## config.mk

```make
export PLATFORM = sky130hd
export DESIGN_NAME = byte_buffer_with_pattern_search_flat
export DESIGN_NICKNAME = d
export VERILOG_FILES = /design/src/rtl/bbps_pkg.sv /design/src/rtl/bbps_if.sv /design/src/rtl/byte_buffer_with_pattern_search.sv /design/src/rtl/bbps_useq.sv /design/src/rtl/bbps_datapath.sv /design/src/flat_wrapper.sv
export SDC_FILE = /design/constraint.sdc
export NUM_CORES = 1
export LEC_CHECK = 0
export BUFFER_PORTS_ARGS = -buffer_cell sky130_fd_sc_hd__buf_4
export CAP_MARGIN = 5
export CORE_MARGIN = 4
export CORE_UTILIZATION = 40
export DETAILED_ROUTE_END_ITERATION = 8
export PLACE_DENSITY = 0.62
export SKIP_CTS_REPAIR_TIMING = 1
export SLEW_MARGIN = 20
export SYNTH_ARGS = -nofsm -noshare
export SYNTH_HDL_FRONTEND = slang
export SYNTH_SLANG_ARGS = --single-unit
```

## constraint.sdc

```tcl
create_clock -name clock -period 3.3 [get_ports clock]
set_input_delay 0.825 -clock clock [delete_from_list [all_inputs] [get_ports clock]]
set_output_delay 0.825 -clock clock [all_outputs]
set_load 0.05 [all_outputs]
```

## src/rtl/bbps_pkg.sv

```systemverilog
// Shared types, codes and microcode table for the byte buffer with pattern search.
package bbps_pkg;

   // Default sizes
   localparam int BUFFER_DEPTH_DEF = 64;
   localparam int PATTERN_MAX_DEF  = 8;

   // Field widths of the request and result channels
   localparam int MODE_W = 3;
   localparam int BYTE_W = 8;
   localparam int SKIP_W = 7;
   localparam int PAT_W  = 64;
   localparam int PLEN_W = 4;
   localparam int MPOS_W = 6;
   localparam int WPOS_W = 7;

   // Command modes
   localparam logic [MODE_W-1:0] MODE_STORE     = 3'd0;
   localparam logic [MODE_W-1:0] MODE_REWIND    = 3'd1;
   localparam logic [MODE_W-1:0] MODE_SKIP      = 3'd2;
   localparam logic [MODE_W-1:0] MODE_CLEAR     = 3'd3;
   localparam logic [MODE_W-1:0] MODE_FIND_PAT  = 3'd4;
   localparam logic [MODE_W-1:0] MODE_FIND_BYTE = 3'd5;

   // Datapath operations
   localparam int OP_W = 3;
   localparam logic [OP_W-1:0] OP_NOP    = 3'd0;
   localparam logic [OP_W-1:0] OP_LATCH  = 3'd1;
   localparam logic [OP_W-1:0] OP_STORE  = 3'd2;
   localparam logic [OP_W-1:0] OP_REWIND = 3'd3;
   localparam logic [OP_W-1:0] OP_SKIP   = 3'd4;
   localparam logic [OP_W-1:0] OP_ZERO   = 3'd5;
   localparam logic [OP_W-1:0] OP_READ   = 3'd6;
   localparam logic [OP_W-1:0] OP_EMIT   = 3'd7;

   // Jump conditions
   localparam int JC_W = 3;
   localparam logic [JC_W-1:0] JC_NEXT     = 3'd0;
   localparam logic [JC_W-1:0] JC_GOTO     = 3'd1;
   localparam logic [JC_W-1:0] JC_LOOP     = 3'd2;
   localparam logic [JC_W-1:0] JC_WAIT_REQ = 3'd3;
   localparam logic [JC_W-1:0] JC_WAIT_OUT = 3'd4;

   // Microprogram step addresses
   localparam int UPC_W = 4;
   localparam logic [UPC_W-1:0] S_INIT   = 4'd0;
   localparam logic [UPC_W-1:0] S_IDLE   = 4'd1;
   localparam logic [UPC_W-1:0] S_STORE  = 4'd2;
   localparam logic [UPC_W-1:0] S_REWIND = 4'd3;
   localparam logic [UPC_W-1:0] S_SKIP   = 4'd4;
   localparam logic [UPC_W-1:0] S_CLEAR  = 4'd5;
   localparam logic [UPC_W-1:0] S_EMIT   = 4'd6;
   localparam logic [UPC_W-1:0] S_FIND   = 4'd7;
   localparam logic [UPC_W-1:0] S_DRAIN  = 4'd8;
   localparam logic [UPC_W-1:0] S_DRAIN2 = 4'd9;

   typedef struct packed {
      logic [OP_W-1:0]  op;
      logic [JC_W-1:0]  jc;
      logic [UPC_W-1:0] target;
   } ctrl_type;

   typedef struct packed {
      logic              accept;
      logic [MODE_W-1:0] mode;
      logic              last;
      logic              out_free;
   } seq_status_type;

   typedef struct packed {
      logic [MODE_W-1:0] mode;
      logic [BYTE_W-1:0] data_byte;
      logic [SKIP_W-1:0] skip_count;
      logic [PAT_W-1:0]  pattern;
      logic [PLEN_W-1:0] pattern_length;
   } req_type;

   typedef struct packed {
      logic              found;
      logic [MPOS_W-1:0] match_position;
      logic [WPOS_W-1:0] write_position;
      logic              dropped;
   } rsp_type;

   // Build one control word
   function automatic ctrl_type cw(logic [OP_W-1:0] op, logic [JC_W-1:0] jc,
                                   logic [UPC_W-1:0] target);
      ctrl_type w;
      w.op     = op;
      w.jc     = jc;
      w.target = target;
      return w;
   endfunction

   // Control store: one word per step
   function automatic ctrl_type ucode_rom(logic [UPC_W-1:0] upc);
      ctrl_type w;
      unique case (upc)
         S_INIT:   w = cw(OP_ZERO,   JC_LOOP,     S_INIT);
         S_IDLE:   w = cw(OP_LATCH,  JC_WAIT_REQ, S_IDLE);
         S_STORE:  w = cw(OP_STORE,  JC_GOTO,     S_EMIT);
         S_REWIND: w = cw(OP_REWIND, JC_GOTO,     S_EMIT);
         S_SKIP:   w = cw(OP_SKIP,   JC_GOTO,     S_EMIT);
         S_CLEAR:  w = cw(OP_ZERO,   JC_LOOP,     S_CLEAR);
         S_EMIT:   w = cw(OP_EMIT,   JC_WAIT_OUT, S_IDLE);
         S_FIND:   w = cw(OP_READ,   JC_LOOP,     S_FIND);
         S_DRAIN:  w = cw(OP_NOP,    JC_NEXT,     S_DRAIN);
         S_DRAIN2: w = cw(OP_NOP,    JC_GOTO,     S_EMIT);
         default:  w = cw(OP_NOP,    JC_GOTO,     S_IDLE);
      endcase
      return w;
   endfunction

   // Entry step for each command mode
   function automatic logic [UPC_W-1:0] dispatch(logic [MODE_W-1:0] mode);
      logic [UPC_W-1:0] s;
      unique case (mode)
         MODE_STORE:     s = S_STORE;
         MODE_REWIND:    s = S_REWIND;
         MODE_SKIP:      s = S_SKIP;
         MODE_CLEAR:     s = S_CLEAR;
         MODE_FIND_PAT:  s = S_FIND;
         MODE_FIND_BYTE: s = S_FIND;
         default:        s = S_EMIT;
      endcase
      return s;
   endfunction

endpackage

```

## src/rtl/bbps_if.sv

```systemverilog
// Request and result channel interfaces with valid/ready handshake.
interface bbps_req_if;
   logic                          valid;
   logic                          ready;
   logic [bbps_pkg::MODE_W-1:0]   mode;
   logic [bbps_pkg::BYTE_W-1:0]   data_byte;
   logic [bbps_pkg::SKIP_W-1:0]   skip_count;
   logic [bbps_pkg::PAT_W-1:0]    pattern;
   logic [bbps_pkg::PLEN_W-1:0]   pattern_length;

   modport source (output valid, mode, data_byte, skip_count, pattern, pattern_length,
                   input ready);
   modport sink   (input valid, mode, data_byte, skip_count, pattern, pattern_length,
                   output ready);
endinterface

interface bbps_rsp_if;
   logic                          valid;
   logic                          ready;
   logic                          found;
   logic [bbps_pkg::MPOS_W-1:0]   match_position;
   logic [bbps_pkg::WPOS_W-1:0]   write_position;
   logic                          dropped;

   modport source (output valid, found, match_position, write_position, dropped,
                   input ready);
   modport sink   (input valid, found, match_position, write_position, dropped,
                   output ready);
endinterface

```

## src/rtl/byte_buffer_with_pattern_search.sv

```systemverilog
// Top level: request/result handshake, result register, sequencer and datapath.
// Steps: store, rewind and skip pass from the idle step through their own step to emit;
// clear sweeps every buffer address first; find pattern and find byte scan the whole
// buffer, one byte per cycle through the single memory read port, then drain to emit.
// Throughput: one request at a time; the next is taken the cycle after its result is loaded.
// Reset: synchronous; a sweep over every buffer address zeroes the buffer before the
// first request is taken.
module byte_buffer_with_pattern_search #(
   parameter int BUFFER_DEPTH = bbps_pkg::BUFFER_DEPTH_DEF,
   parameter int PATTERN_MAX  = bbps_pkg::PATTERN_MAX_DEF
) (
   input  logic        clock,
   input  logic        reset,
   bbps_req_if.sink    req_ch,
   bbps_rsp_if.source  rsp_ch
);

   bbps_pkg::ctrl_type       ctrl;
   bbps_pkg::seq_status_type status;
   bbps_pkg::req_type        req;
   bbps_pkg::rsp_type        result;
   bbps_pkg::rsp_type        rsp_ff, rsp_in;
   logic                     rsp_valid_ff, rsp_valid_in;
   logic                     accept;
   logic                     last;
   logic                     out_free;
   logic                     emit;

   // Take a request only in the idle step
   assign req_ch.ready = (ctrl.op == bbps_pkg::OP_LATCH);
   assign accept       = req_ch.valid && req_ch.ready;
   assign out_free     = !rsp_valid_ff || rsp_ch.ready;
   assign emit         = (ctrl.op == bbps_pkg::OP_EMIT) && out_free;

   // Gather the request fields
   assign req.mode           = req_ch.mode;
   assign req.data_byte      = req_ch.data_byte;
   assign req.skip_count     = req_ch.skip_count;
   assign req.pattern        = req_ch.pattern;
   assign req.pattern_length = req_ch.pattern_length;

   assign status.accept   = accept;
   assign status.mode     = req_ch.mode;
   assign status.last     = last;
   assign status.out_free = out_free;

   bbps_useq u_useq (
      .clock  (clock),
      .reset  (reset),
      .status (status),
      .ctrl   (ctrl)
   );

   bbps_datapath #(
      .BUFFER_DEPTH (BUFFER_DEPTH),
      .PATTERN_MAX  (PATTERN_MAX)
   ) u_datapath (
      .clock  (clock),
      .reset  (reset),
      .ctrl   (ctrl),
      .accept (accept),
      .req    (req),
      .last   (last),
      .result (result)
   );

   // Load the result register on emit, drop valid once taken
   always_comb begin
      rsp_in       = rsp_ff;
      rsp_valid_in = rsp_valid_ff && !rsp_ch.ready;
      if (emit) begin
         rsp_in       = result;
         rsp_valid_in = 1'b1;
      end
   end

   always_ff @(posedge clock) begin
      if (reset) begin
         rsp_valid_ff <= 1'b0;
      end else begin
         rsp_valid_ff <= rsp_valid_in;
      end
   end

   always_ff @(posedge clock) begin
      rsp_ff <= rsp_in;
   end

   assign rsp_ch.valid          = rsp_valid_ff;
   assign rsp_ch.found          = rsp_ff.found;
   assign rsp_ch.match_position = rsp_ff.match_position;
   assign rsp_ch.write_position = rsp_ff.write_position;
   assign rsp_ch.dropped        = rsp_ff.dropped;

`ifndef SYNTHESIS
   // A taken request leaves the idle step at once
   a_accept_leaves_idle: assert property (@(posedge clock) disable iff (reset)
      accept |=> !req_ch.ready)
      else $error("request taken twice in a row");

   // A result appears only from the emit step
   a_valid_from_emit: assert property (@(posedge clock) disable iff (reset)
      $rose(rsp_valid_ff) |-> $past(ctrl.op == bbps_pkg::OP_EMIT))
      else $error("result valid without emit step");

   // A dropped store reports a full buffer
   a_drop_when_full: assert property (@(posedge clock) disable iff (reset)
      rsp_ch.valid && rsp_ch.dropped
         |-> rsp_ch.write_position == bbps_pkg::WPOS_W'(BUFFER_DEPTH))
      else $error("store dropped with room left");

   // No match reports position zero
   a_no_match_pos_zero: assert property (@(posedge clock) disable iff (reset)
      rsp_ch.valid && !rsp_ch.found |-> rsp_ch.match_position == '0)
      else $error("position set without a match");
`endif

endmodule

```

## src/rtl/bbps_useq.sv

```systemverilog
// Microprogram sequencer: step counter, control store and conditional jumps.
module bbps_useq (
   input  logic                     clock,
   input  logic                     reset,
   input  bbps_pkg::seq_status_type status,
   output bbps_pkg::ctrl_type       ctrl
);

   logic [bbps_pkg::UPC_W-1:0] upc_ff;
   logic [bbps_pkg::UPC_W-1:0] upc_in;

   // Fetch the control word of the current step
   assign ctrl = bbps_pkg::ucode_rom(upc_ff);

   // Pick the next step
   always_comb begin
      unique case (ctrl.jc)
         bbps_pkg::JC_NEXT:     upc_in = upc_ff + 1'b1;
         bbps_pkg::JC_GOTO:     upc_in = ctrl.target;
         bbps_pkg::JC_LOOP:     upc_in = status.last ? upc_ff + 1'b1 : ctrl.target;
         bbps_pkg::JC_WAIT_REQ: upc_in = status.accept ? bbps_pkg::dispatch(status.mode)
                                                       : upc_ff;
         bbps_pkg::JC_WAIT_OUT: upc_in = status.out_free ? ctrl.target : upc_ff;
         default:               upc_in = bbps_pkg::S_IDLE;
      endcase
   end

   // Start with the clearing sweep
   always_ff @(posedge clock) begin
      if (reset) begin
         upc_ff <= bbps_pkg::S_INIT;
      end else begin
         upc_ff <= upc_in;
      end
   end

endmodule

```

## src/rtl/bbps_datapath.sv

```systemverilog
// Buffer memory, write index, scan window and result registers.
module bbps_datapath #(
   parameter int BUFFER_DEPTH = bbps_pkg::BUFFER_DEPTH_DEF,
   parameter int PATTERN_MAX  = bbps_pkg::PATTERN_MAX_DEF
) (
   input  logic               clock,
   input  logic               reset,
   input  bbps_pkg::ctrl_type ctrl,
   input  logic               accept,
   input  bbps_pkg::req_type  req,
   output logic               last,
   output bbps_pkg::rsp_type  result
);

   localparam int AW    = $clog2(BUFFER_DEPTH);
   localparam int IW    = $clog2(BUFFER_DEPTH + 1);
   localparam int LW    = $clog2(PATTERN_MAX + 1);
   localparam int SUMW  = ((IW > bbps_pkg::SKIP_W) ? IW : bbps_pkg::SKIP_W) + 1;
   localparam int MPW   = bbps_pkg::MPOS_W;
   localparam int WPW   = bbps_pkg::WPOS_W;
   localparam int BW    = bbps_pkg::BYTE_W;

   logic [BW-1:0]  mem [BUFFER_DEPTH];
   logic [BW-1:0]  rdata_ff;

   logic [IW-1:0]  widx_ff, widx_in;
   logic [AW-1:0]  addr_ff, addr_in;
   logic [BW-1:0]  byte_ff, byte_in;
   logic [bbps_pkg::SKIP_W-1:0] skip_ff, skip_in;
   logic [LW-1:0]  len_ff, len_in;
   logic [BW-1:0]  rpat_ff [PATTERN_MAX];
   logic [BW-1:0]  rpat_in [PATTERN_MAX];
   logic [BW-1:0]  win_ff  [PATTERN_MAX];
   logic [BW-1:0]  win_in  [PATTERN_MAX];
   logic           rvld_ff, rvld_in;
   logic [AW-1:0]  raddr_ff, raddr_in;
   logic           wvld_ff, wvld_in;
   logic [AW-1:0]  wpos_ff, wpos_in;
   logic           found_ff, found_in;
   logic [AW-1:0]  pos_ff, pos_in;
   logic           dropped_ff, dropped_in;

   logic           mem_we;
   logic [AW-1:0]  mem_waddr;
   logic [BW-1:0]  mem_wdata;
   logic           has_room;
   logic [SUMW-1:0] skip_sum;
   logic [LW-1:0]  len_req;
   logic [PATTERN_MAX-1:0] slot_ok;
   logic           hit;

   assign last     = (addr_ff == AW'(BUFFER_DEPTH - 1));
   assign has_room = (widx_ff < IW'(BUFFER_DEPTH));
   assign skip_sum = SUMW'(widx_ff) + SUMW'(skip_ff);

   // Clamp the requested pattern length; a byte search is a one-byte pattern
   always_comb begin
      if (req.mode == bbps_pkg::MODE_FIND_BYTE || req.pattern_length == '0) begin
         len_req = LW'(1);
      end else if (int'(req.pattern_length) > PATTERN_MAX) begin
         len_req = LW'(PATTERN_MAX);
      end else begin
         len_req = LW'(req.pattern_length);
      end
   end

   // Align the pattern to the window: slot s holds pattern byte len-1-s
   always_comb begin
      for (int s = 0; s < PATTERN_MAX; s++) begin
         rpat_in[s] = '0;
         for (int k = 0; k < PATTERN_MAX; k++) begin
            if (s + k + 1 == int'(len_req)) begin
               rpat_in[s] = (req.mode == bbps_pkg::MODE_FIND_BYTE) ? req.data_byte
                                                                  : req.pattern[8*k +: 8];
            end
         end
      end
   end

   // Compare the window against the aligned pattern
   always_comb begin
      for (int s = 0; s < PATTERN_MAX; s++) begin
         slot_ok[s] = (s >= int'(len_ff)) || (win_ff[s] == rpat_ff[s]);
      end
      hit = wvld_ff && (int'(wpos_ff) + 1 >= int'(len_ff)) && (&slot_ok);
   end

   // Memory write port
   always_comb begin
      mem_we    = 1'b0;
      mem_waddr = addr_ff;
      mem_wdata = '0;
      if (ctrl.op == bbps_pkg::OP_STORE && has_room) begin
         mem_we    = 1'b1;
         mem_waddr = widx_ff[AW-1:0];
         mem_wdata = byte_ff;
      end else if (ctrl.op == bbps_pkg::OP_ZERO) begin
         mem_we = 1'b1;
      end
   end

   // Next values of the datapath registers
   always_comb begin
      widx_in    = widx_ff;
      addr_in    = addr_ff;
      byte_in    = byte_ff;
      skip_in    = skip_ff;
      len_in     = len_ff;
      found_in   = found_ff;
      pos_in     = pos_ff;
      dropped_in = dropped_ff;
      rvld_in    = (ctrl.op == bbps_pkg::OP_READ);
      raddr_in   = addr_ff;
      wvld_in    = rvld_ff;
      wpos_in    = raddr_ff;
      for (int s = 0; s < PATTERN_MAX; s++) begin
         win_in[s] = win_ff[s];
      end

      unique case (ctrl.op)
         bbps_pkg::OP_LATCH: begin
            if (accept) begin
               byte_in    = req.data_byte;
               skip_in    = req.skip_count;
               len_in     = len_req;
               found_in   = 1'b0;
               pos_in     = '0;
               dropped_in = 1'b0;
            end
         end
         bbps_pkg::OP_STORE: begin
            if (has_room) begin
               widx_in = widx_ff + 1'b1;
            end else begin
               dropped_in = 1'b1;
            end
         end
         bbps_pkg::OP_REWIND: widx_in = '0;
         bbps_pkg::OP_SKIP: begin
            if (skip_sum < SUMW'(BUFFER_DEPTH - 1)) begin
               widx_in = IW'(skip_sum);
            end else begin
               widx_in = IW'(BUFFER_DEPTH - 1);
            end
         end
         bbps_pkg::OP_ZERO: begin
            widx_in = '0;
            addr_in = last ? '0 : addr_ff + 1'b1;
         end
         bbps_pkg::OP_READ: addr_in = last ? '0 : addr_ff + 1'b1;
         default: ;
      endcase

      // Shift the newest byte into the window
      if (rvld_ff) begin
         for (int s = 0; s < PATTERN_MAX; s++) begin
            win_in[s] = (s == 0) ? rdata_ff : win_ff[(s == 0) ? 0 : s - 1];
         end
      end

      // Keep the lowest matching position
      if (hit && !found_ff) begin
         found_in = 1'b1;
         pos_in   = wpos_ff - AW'(len_ff - LW'(1));
      end
   end

   // Buffer memory with registered read
   always_ff @(posedge clock) begin
      if (mem_we) begin
         mem[mem_waddr] <= mem_wdata;
      end
      rdata_ff <= mem[addr_ff];
   end

   // Control registers
   always_ff @(posedge clock) begin
      if (reset) begin
         widx_ff <= '0;
         addr_ff <= '0;
         rvld_ff <= 1'b0;
         wvld_ff <= 1'b0;
      end else begin
         widx_ff <= widx_in;
         addr_ff <= addr_in;
         rvld_ff <= rvld_in;
         wvld_ff <= wvld_in;
      end
   end

   // Payload registers
   always_ff @(posedge clock) begin
      byte_ff    <= byte_in;
      skip_ff    <= skip_in;
      len_ff     <= len_in;
      raddr_ff   <= raddr_in;
      wpos_ff    <= wpos_in;
      found_ff   <= found_in;
      pos_ff     <= pos_in;
      dropped_ff <= dropped_in;
      for (int s = 0; s < PATTERN_MAX; s++) begin
         win_ff[s] <= win_in[s];
         if (ctrl.op == bbps_pkg::OP_LATCH && accept) begin
            rpat_ff[s] <= rpat_in[s];
         end
      end
   end

   // Format the result fields
   assign result.found          = found_ff;
   assign result.match_position = MPW'(pos_ff);
   assign result.write_position = WPW'(widx_ff);
   assign result.dropped        = dropped_ff;

endmodule
```

## src/flat_wrapper.sv

```systemverilog
// flat-port wrapper written by rule: the top's interface ports become plain ports
module byte_buffer_with_pattern_search_flat 
#(
   parameter int BUFFER_DEPTH = bbps_pkg::BUFFER_DEPTH_DEF,
   parameter int PATTERN_MAX  = bbps_pkg::PATTERN_MAX_DEF
)
  (clock, reset, req_ch_valid, req_ch_mode, req_ch_data_byte, req_ch_skip_count, req_ch_pattern, req_ch_pattern_length, req_ch_ready, rsp_ch_valid, rsp_ch_found, rsp_ch_match_position, rsp_ch_write_position, rsp_ch_dropped, rsp_ch_ready);
  bbps_req_if req_ch_i ();
  bbps_rsp_if rsp_ch_i ();
  input  logic clock;
  input  logic reset;
  input wire logic [$bits(req_ch_i.valid)-1:0] req_ch_valid;
  input wire logic [$bits(req_ch_i.mode)-1:0] req_ch_mode;
  input wire logic [$bits(req_ch_i.data_byte)-1:0] req_ch_data_byte;
  input wire logic [$bits(req_ch_i.skip_count)-1:0] req_ch_skip_count;
  input wire logic [$bits(req_ch_i.pattern)-1:0] req_ch_pattern;
  input wire logic [$bits(req_ch_i.pattern_length)-1:0] req_ch_pattern_length;
  output wire logic [$bits(req_ch_i.ready)-1:0] req_ch_ready;
  output wire logic [$bits(rsp_ch_i.valid)-1:0] rsp_ch_valid;
  output wire logic [$bits(rsp_ch_i.found)-1:0] rsp_ch_found;
  output wire logic [$bits(rsp_ch_i.match_position)-1:0] rsp_ch_match_position;
  output wire logic [$bits(rsp_ch_i.write_position)-1:0] rsp_ch_write_position;
  output wire logic [$bits(rsp_ch_i.dropped)-1:0] rsp_ch_dropped;
  input wire logic [$bits(rsp_ch_i.ready)-1:0] rsp_ch_ready;
  assign req_ch_i.valid = req_ch_valid;
  assign req_ch_i.mode = req_ch_mode;
  assign req_ch_i.data_byte = req_ch_data_byte;
  assign req_ch_i.skip_count = req_ch_skip_count;
  assign req_ch_i.pattern = req_ch_pattern;
  assign req_ch_i.pattern_length = req_ch_pattern_length;
  assign req_ch_ready = req_ch_i.ready;
  assign rsp_ch_valid = rsp_ch_i.valid;
  assign rsp_ch_found = rsp_ch_i.found;
  assign rsp_ch_match_position = rsp_ch_i.match_position;
  assign rsp_ch_write_position = rsp_ch_i.write_position;
  assign rsp_ch_dropped = rsp_ch_i.dropped;
  assign rsp_ch_i.ready = rsp_ch_ready;
  byte_buffer_with_pattern_search #(.BUFFER_DEPTH(BUFFER_DEPTH), .PATTERN_MAX(PATTERN_MAX)) u_core (.clock(clock), .reset(reset), .req_ch(req_ch_i), .rsp_ch(rsp_ch_i));
endmodule
```

# Word level (Yosys, flattened, before mapping)
# Memories as Yosys holds them, arrays and structs flattened. A register that Yosys moved wholly into a read port is not among the register bits.
# Index checks and enable logic that the tools add are counted.
# classes
add_sub_neg	7
n_lt_le_gt_ge	12
n_eq_ne	45
muxes	101
reduce_logical	37
# ops
operator	n
$mux W8	73
$eq A8 B8 Y1	8
$mux W64	1
$eq A4 B4 Y1 const A	8
$mux W6	5
$mux W4	7
$eq A3 B3 Y1 const B	7
$pmux W7 S3	1
$pmux W4 S5	1
$eq A3 B2 Y1 const B	6
$eq A3 B4 Y1 const A	4
$ge A3 B4 Y1 const A	4
$pmux W3 S5	1
$mux W7	2
$logic_or A1 B1 Y1	10
$eq A3 B1 Y1 const B	3
$mux W1	9
$add A7 B7 Y8	1
$eq A2 B4 Y1 const A	2
$ge A1 B4 Y1 const A	2
$ge A2 B4 Y1 const A	2
$logic_and A1 B1 Y1	8
$lt A8 B6 Y1 const B	1
$ne A2 B2 Y1 const B	4
22 further kinds	32
# word_totals
register_bits	74
mem_bits_rw	640
romBits	160
inputBits	90
out_inout_bits	17
elab_cells	224
n_memories	4
# memory_table
memory	words	word_bits	read_ports	rd_ports_with_merged_regs	wr	line	text
u_core.u_datapath.mem	64	8	1	1	1	bbps_datapath.sv:23	logic [BW-1:0] mem [BUFFER_DEPTH];
(no name shown)	16	10	1	1	0	bbps_pkg.sv:98	unique case (upc)
u_core.u_datapath.rpat_ff	8	8	8	0	8	bbps_datapath.sv:31	logic [BW-1:0] rpat_ff [PATTERN_MAX];
u_core.u_datapath.win_ff	8	8	8	0	8	bbps_datapath.sv:33	logic [BW-1:0] win_ff [PATTERN_MAX];

# Depth between registers and ports, before layout
# logic_depth
ltp_word	12
depth_mapped	10
mapped_depth_nobuf	10

# By module
# Synthesis repeated with hierarchy kept, for this count alone.
# unflattened
hier_cells	1936
area_unflattened_um2	31288.8
# modules_own_cells
module	instances	cells_each	area_each_um2	seq_area_each_um2
bbps_datapath	1	1826	29992.5	20719.9
bbps_useq	1	88	784.5	280.3
byte_buffer_with_pattern_search	1	22	511.7	470.5

# Worst setup path after synthesis
# Ideal clock, no wire load.
# synth_path
kind	input -> register
start	input port req_ch_valid
end	register u_core.u_datapath.byte_ff[0] (enable)
setup_time_ps	437
arrival_time_ps	2690
required_time_ps	2863
path_slack_ps	173
path_stages	3
n_path_buf	1
path_cell_list	nand4bb_1 buf_2 inv_1
# synth_via
elab_chain_len	2
# synth_rtl
element	line	text
from (decl)	flat_wrapper.sv:12	input wire logic [$bits(req_ch_i.valid)-1:0] req_ch_valid;
$logic_and A1 B1 Y1	byte_buffer_with_pattern_search.sv:31	assign accept = req_ch.valid && req_ch.ready;
$reduce_and A2 Y1 (no source line)	-	
to (signal assigned)	bbps_datapath.sv:193	byte_ff <= byte_in;
to (decl)	bbps_datapath.sv:28	logic [BW-1:0] byte_ff, byte_in;
# No other way between the ends.
# A chain may end at the register's enable or synchronous reset.

# Worst setup path after layout
# layout_path
start	register u_core.u_useq.ctrl[8] (netlist name)
end	memory u_core.u_datapath.mem[3][6] in the netlist's numbering (enable)
# layout_via
elab_chain_len	5
word_cells_on_any_way	8
classes_between	2 x eq/ne; 5 x mux; 1 x reduce/logical
# layout_rtl
element	line	text
$eq A3 B3 Y1 / $eq A3 B2 Y1 (equally long branches)	bbps_datapath.sv:97, bbps_datapath.sv:93	
$mux W1 / $logic_and A1 B1 Y1 (equally long branches)	bbps_datapath.sv:97, bbps_datapath.sv:93	
$mux W1	bbps_datapath.sv:93	if (ctrl.op == bbps_pkg::OP_STORE && has_room) begin
$mux W1	bbps_datapath.sv:170	if (mem_we) begin
$mux W1 (implied by the code)	bbps_datapath.sv:171	mem[mem_waddr] <= mem_wdata;
to (decl)	bbps_datapath.sv:23	
# Several ways; a longest one is shown, not always the timed one.

==> flow_metrics.tcl <==
set metrics [dict create \
    cap_violations 0 \
    diodes 0 \
    finalCriticalPeriod_ps 3013 \
    setup_viol 0 \
    die_h_um 288.0 \
    synth_cell_type_count 87 \
    grt_use_total 0.1975 \
    register_area_um2 21480 \
    fmax_mhz 331.9 \
    rsz0062_at_grt "false" \
    relSlewSlack 0.3847 \
    regToRegEndpoint "u_core.u_datapath.mem[3][6]" \
    antenna_found_initial 1 \
    num_io_pins 107 \
    combPwrFrac 0.208 \
    cp_data_arrival_time_ps 3250 \
    num_vias 18550 \
    seq_area_frac_synth 0.6848 \
    whs_endpoint "u_core.u_datapath.wpos_ff[5]" \
    grt_pass1_vias 18290 \
    final_util 0.4714 \
    dpl_cell_area_um2 33990 \
    yosysTopAreaCell "edfxtp_1" \
    whs_ps 326.0 \
    clockRootBuffer "clkbuf_16" \
    dp_cells 3102 \
    htreeDepth 3 \
    hpwl_mm 54.90 \
    ys.flop_type "edfxtp_1" \
    cts_buffers 78 \
    grt_first_pass_wirelength_mm 121.9 \
    clock-sinks 732 \
    drt-initial-drc-count 1838 \
    viasPerCell 5.723 \
    overflow 0 \
    core_um2 77590 \
    worst_pin_slew_ps 916.8 \
    worstSetupStartpointType "flop" \
    hold_class "flop to flop" \
    design_area_um2 36580 \
    yosysWarnings 0 \
    yosys_register_bits 732 \
    place_ws_ps 112.3 \
    power_mw 25.34 \
    min_path_cells 0 \
    outcome "finished clean" \
    ys_top_cells_by_area "edfxtp_1 (65%), mux4_2 (10%), dfxtp_1 (3.3%)" \
    clkPwrFrac 0.348 \
    fillCellCount 6641 \
    hold_viol_final 0 \
    worstPathRequired_ps 3540 \
    clkLatencyLatePin_ps 610 \
    critPathKind "flop to flop" \
    drt_wl_total_mm 82.31 \
    area.growth.synth_to_final_pct 16.68 \
    setup_ws_ps 286.7 \
    ant_nets 0 \
    clk_pin_slew_ps 60 \
    drc 0 \
    dr.pass1.iters 5 \
    period_share 0.9131 \
    final.setup.tns_ps 0 \
    rrSetupSlack_ps 290 \
    crit_path_start "u_core.u_useq.ctrl[8]" \
    reg2reg_depth 6 \
    peakVddDrop_mv 0.5152 \
    async_flop_share 0 \
    grt_max_degree 108 \
    synthesis.nets 2063 \
    synth_area_um2 31350 \
    rows 102 \
    reg2reg_from "u_core.u_useq.ctrl[8]" \
    synth_top_area_share 0.6523 \
    final_nets 2262 \
    slew_violations 0 \
    crit_fanout 11 \
    leakage_nw 11.37 \
    seqPwrFrac 0.444 \
    multi_input_area_um2 9244 \
    p_sw_frac 0.2785 \
    port_buffers 106 \
    powerDensity_nw_per_um2 692.7 \
    initial_core_util 0.4040 \
    internal_power_mw 18.28 \
    synthCells 1943 \
    crit_path_end_kind "flop" \
    switchingPower_mw 7.056 \
    avgSynthCellArea_um2 16.14 \
    cts_tree "done" \
    die_x_um 288.0 \
    layout.cells.non_filler 3242 \
    hp-start "u_core.u_datapath.raddr_ff[5]" \
    fp.dieArea_um2 82920 \
    finalClockSkew_ps 22.84 \
    clk_path_buf_depth 3 \
    wl_per_cell_um 25.39 \
    layout-drive-gt1-share 0.2375 \
    synth-edff-count 681 \
    finalWeightedCongestion 0.9516 \
]
worst max path at each step:
stage / end / slack, ps / cells after the start
2_1_floorplan: u_core.u_datapath.byte_ff[0] / 170 / 3
3_3_place_gp: u_core.u_datapath.rpat_ff[0][14] / 110 / 8
3_5_place_dp: u_core.u_datapath.rpat_ff[0][8] / 110 / 7
4_1_cts: u_core.u_datapath.mem[1][4] / 260 / 6
5_1_grt: u_core.u_datapath.mem[3][6] / 4 / 6
6_report: u_core.u_datapath.mem[3][6] / 290 / 6
final cells by class:
| cell class | count | area share |
|---|---|---|
| flip-flops and latches | 732 | 0.5873 |
| clock buffers | 99 | 0.05671 |
| clock inverters | 41 | 0.01406 |
| multi-input cells | 1071 | 0.2527 |
| inverters | 32 | 0.003318 |
| well taps | 1040 | 0.03557 |
| repair buffers | 227 | 0.05035 |
synthesized netlist by cell type, types with 5 or more instances:
| cell | n |
|---|---|
| a211oi_1 | 22 |
| a21o_1 | 12 |
| a21oi_1 | 108 |
| a221o_1 | 11 |
| a221oi_1 | 21 |
| a22o_1 | 6 |
| a22oi_1 | 8 |
| a32o_1 | 5 |
| a32oi_1 | 5 |
| and2_1 | 19 |
| and3_1 | 17 |
| and4b_1 | 9 |
| buf_1 | 7 |
| buf_2 | 32 |
| buf_4 | 9 |
| buf_6 | 7 |
| clkbuf_1 | 53 |
| dfxtp_1 | 51 |
| edfxtp_1 | 681 |
| ha_1 | 28 |
| inv_1 | 29 |
| mux2_2 | 5 |
| mux2i_1 | 43 |
| mux4_2 | 144 |
| nand2_1 | 107 |
| nand2b_1 | 7 |
| nand3_1 | 20 |
| nand4_1 | 22 |
| nor2_1 | 129 |
| nor2b_1 | 17 |
| nor3_1 | 27 |
| nor3b_1 | 5 |
| o21ai_0 | 74 |
| o221ai_1 | 8 |
| o22ai_1 | 19 |
| o32ai_1 | 6 |
| xnor2_1 | 74 |
| xor2_1 | 10 |
sequential cells by signal, summed over array words and instances (netlist names), 4 cells and up:
register	count
u_core.u_datapath.len_ff	4
u_core.u_datapath.rdata_ff	8
u_core.rsp_ch.match_position	6
u_core.u_useq.upc_ff	4
u_core.u_datapath.rpat_ff	64
u_core.u_datapath.mem	512
u_core.u_datapath.skip_ff	7
u_core.u_datapath.win_ff	64
u_core.u_datapath.raddr_ff	6
u_core.u_datapath.addr_ff	6
u_core.u_datapath.wpos_ff	6
u_core.u_datapath.byte_ff	8
u_core.rsp_ch.write_position	7
u_core.u_useq.ctrl	10
u_core.u_datapath.widx_ff	7
u_core.u_datapath.pos_ff	6
layer usage:
layer	part of all wire	vias up	wire length (um)	GRT usage
met5	0	-	0	0
met4	0.042	0	3494	0.08105
met3	0.072	165	5920	0.03175
met2	0.47	812	39040	0.3159
met1	0.41	9434	33850	0.2711
li1	-	8142	-	-
cell families (layout without fill, tap and decap cells):
family	count (synthesis)	in the layout	share of synthesized area
xor gates and xnor gates	85	85	0.02399
muxes	192	192	0.1190
and+or+nand+nor	406	406	0.06342
AOI/OAI and AO/OA	357	357	0.07519
DFF	732	732	0.6848
adders and majority gates	31	31	0.01281
buffers and inverters	140	399	0.02079
cells in the final DEF, fill, tap and decap left out, types with 6 or more instances in the layout:
cell type,Yosys,layout
clkbuf_16,0,78
clkinv_1,1,12
a221o_1,11,11
o22ai_1,19,19
a21o_1,12,12
bufinv_16,0,10
nor2_1,129,127
and3_1,17,17
a22oi_1,8,8
nor3_1,27,27
buf_4,9,216
clkbuf_1,53,16
nor2b_1,17,17
xor2_1,10,10
a221oi_1,21,21
clkinv_2,0,12
ha_1,28,28
nand2b_1,7,7
nand4_1,22,22
o32ai_1,6,6
nand2_1,107,107
and2_2,0,8
edfxtp_1,681,681
mux4_2,144,144
nand3_1,20,20
inv_1,29,28
dfxtp_1,51,47
o21ai_0,74,74
xnor2_1,74,74
a21oi_1,108,108
mux2i_1,43,43
o221ai_1,8,8
a211oi_1,22,22
and2_1,19,11
and4b_1,9,9
buf_12,0,11
a22o_1,6,6
power groups by stage:
stage	Clock (mW)	Combinational [mW]	Sequential [mW]
6_report	8.82	5.27	11.2
4_1_cts	9.03	5.31	11.2
2_1_floorplan	0	3.69	11.3
3_3_place_gp	0	5.22	11.4
5_1_grt	9.43	5.68	11.3
3_5_place_dp	0	5.28	11.4
worst max-delay path, cell delays in order (launching register included):
cell	delay, ps
dfxtp_1	440
nor3b_2	320
nand2b_1	290
or3_1	390
o31ai_1	100
nand2_1	370
nor2_1	710
No activity file was read; power rests on OpenSTA's default activity.
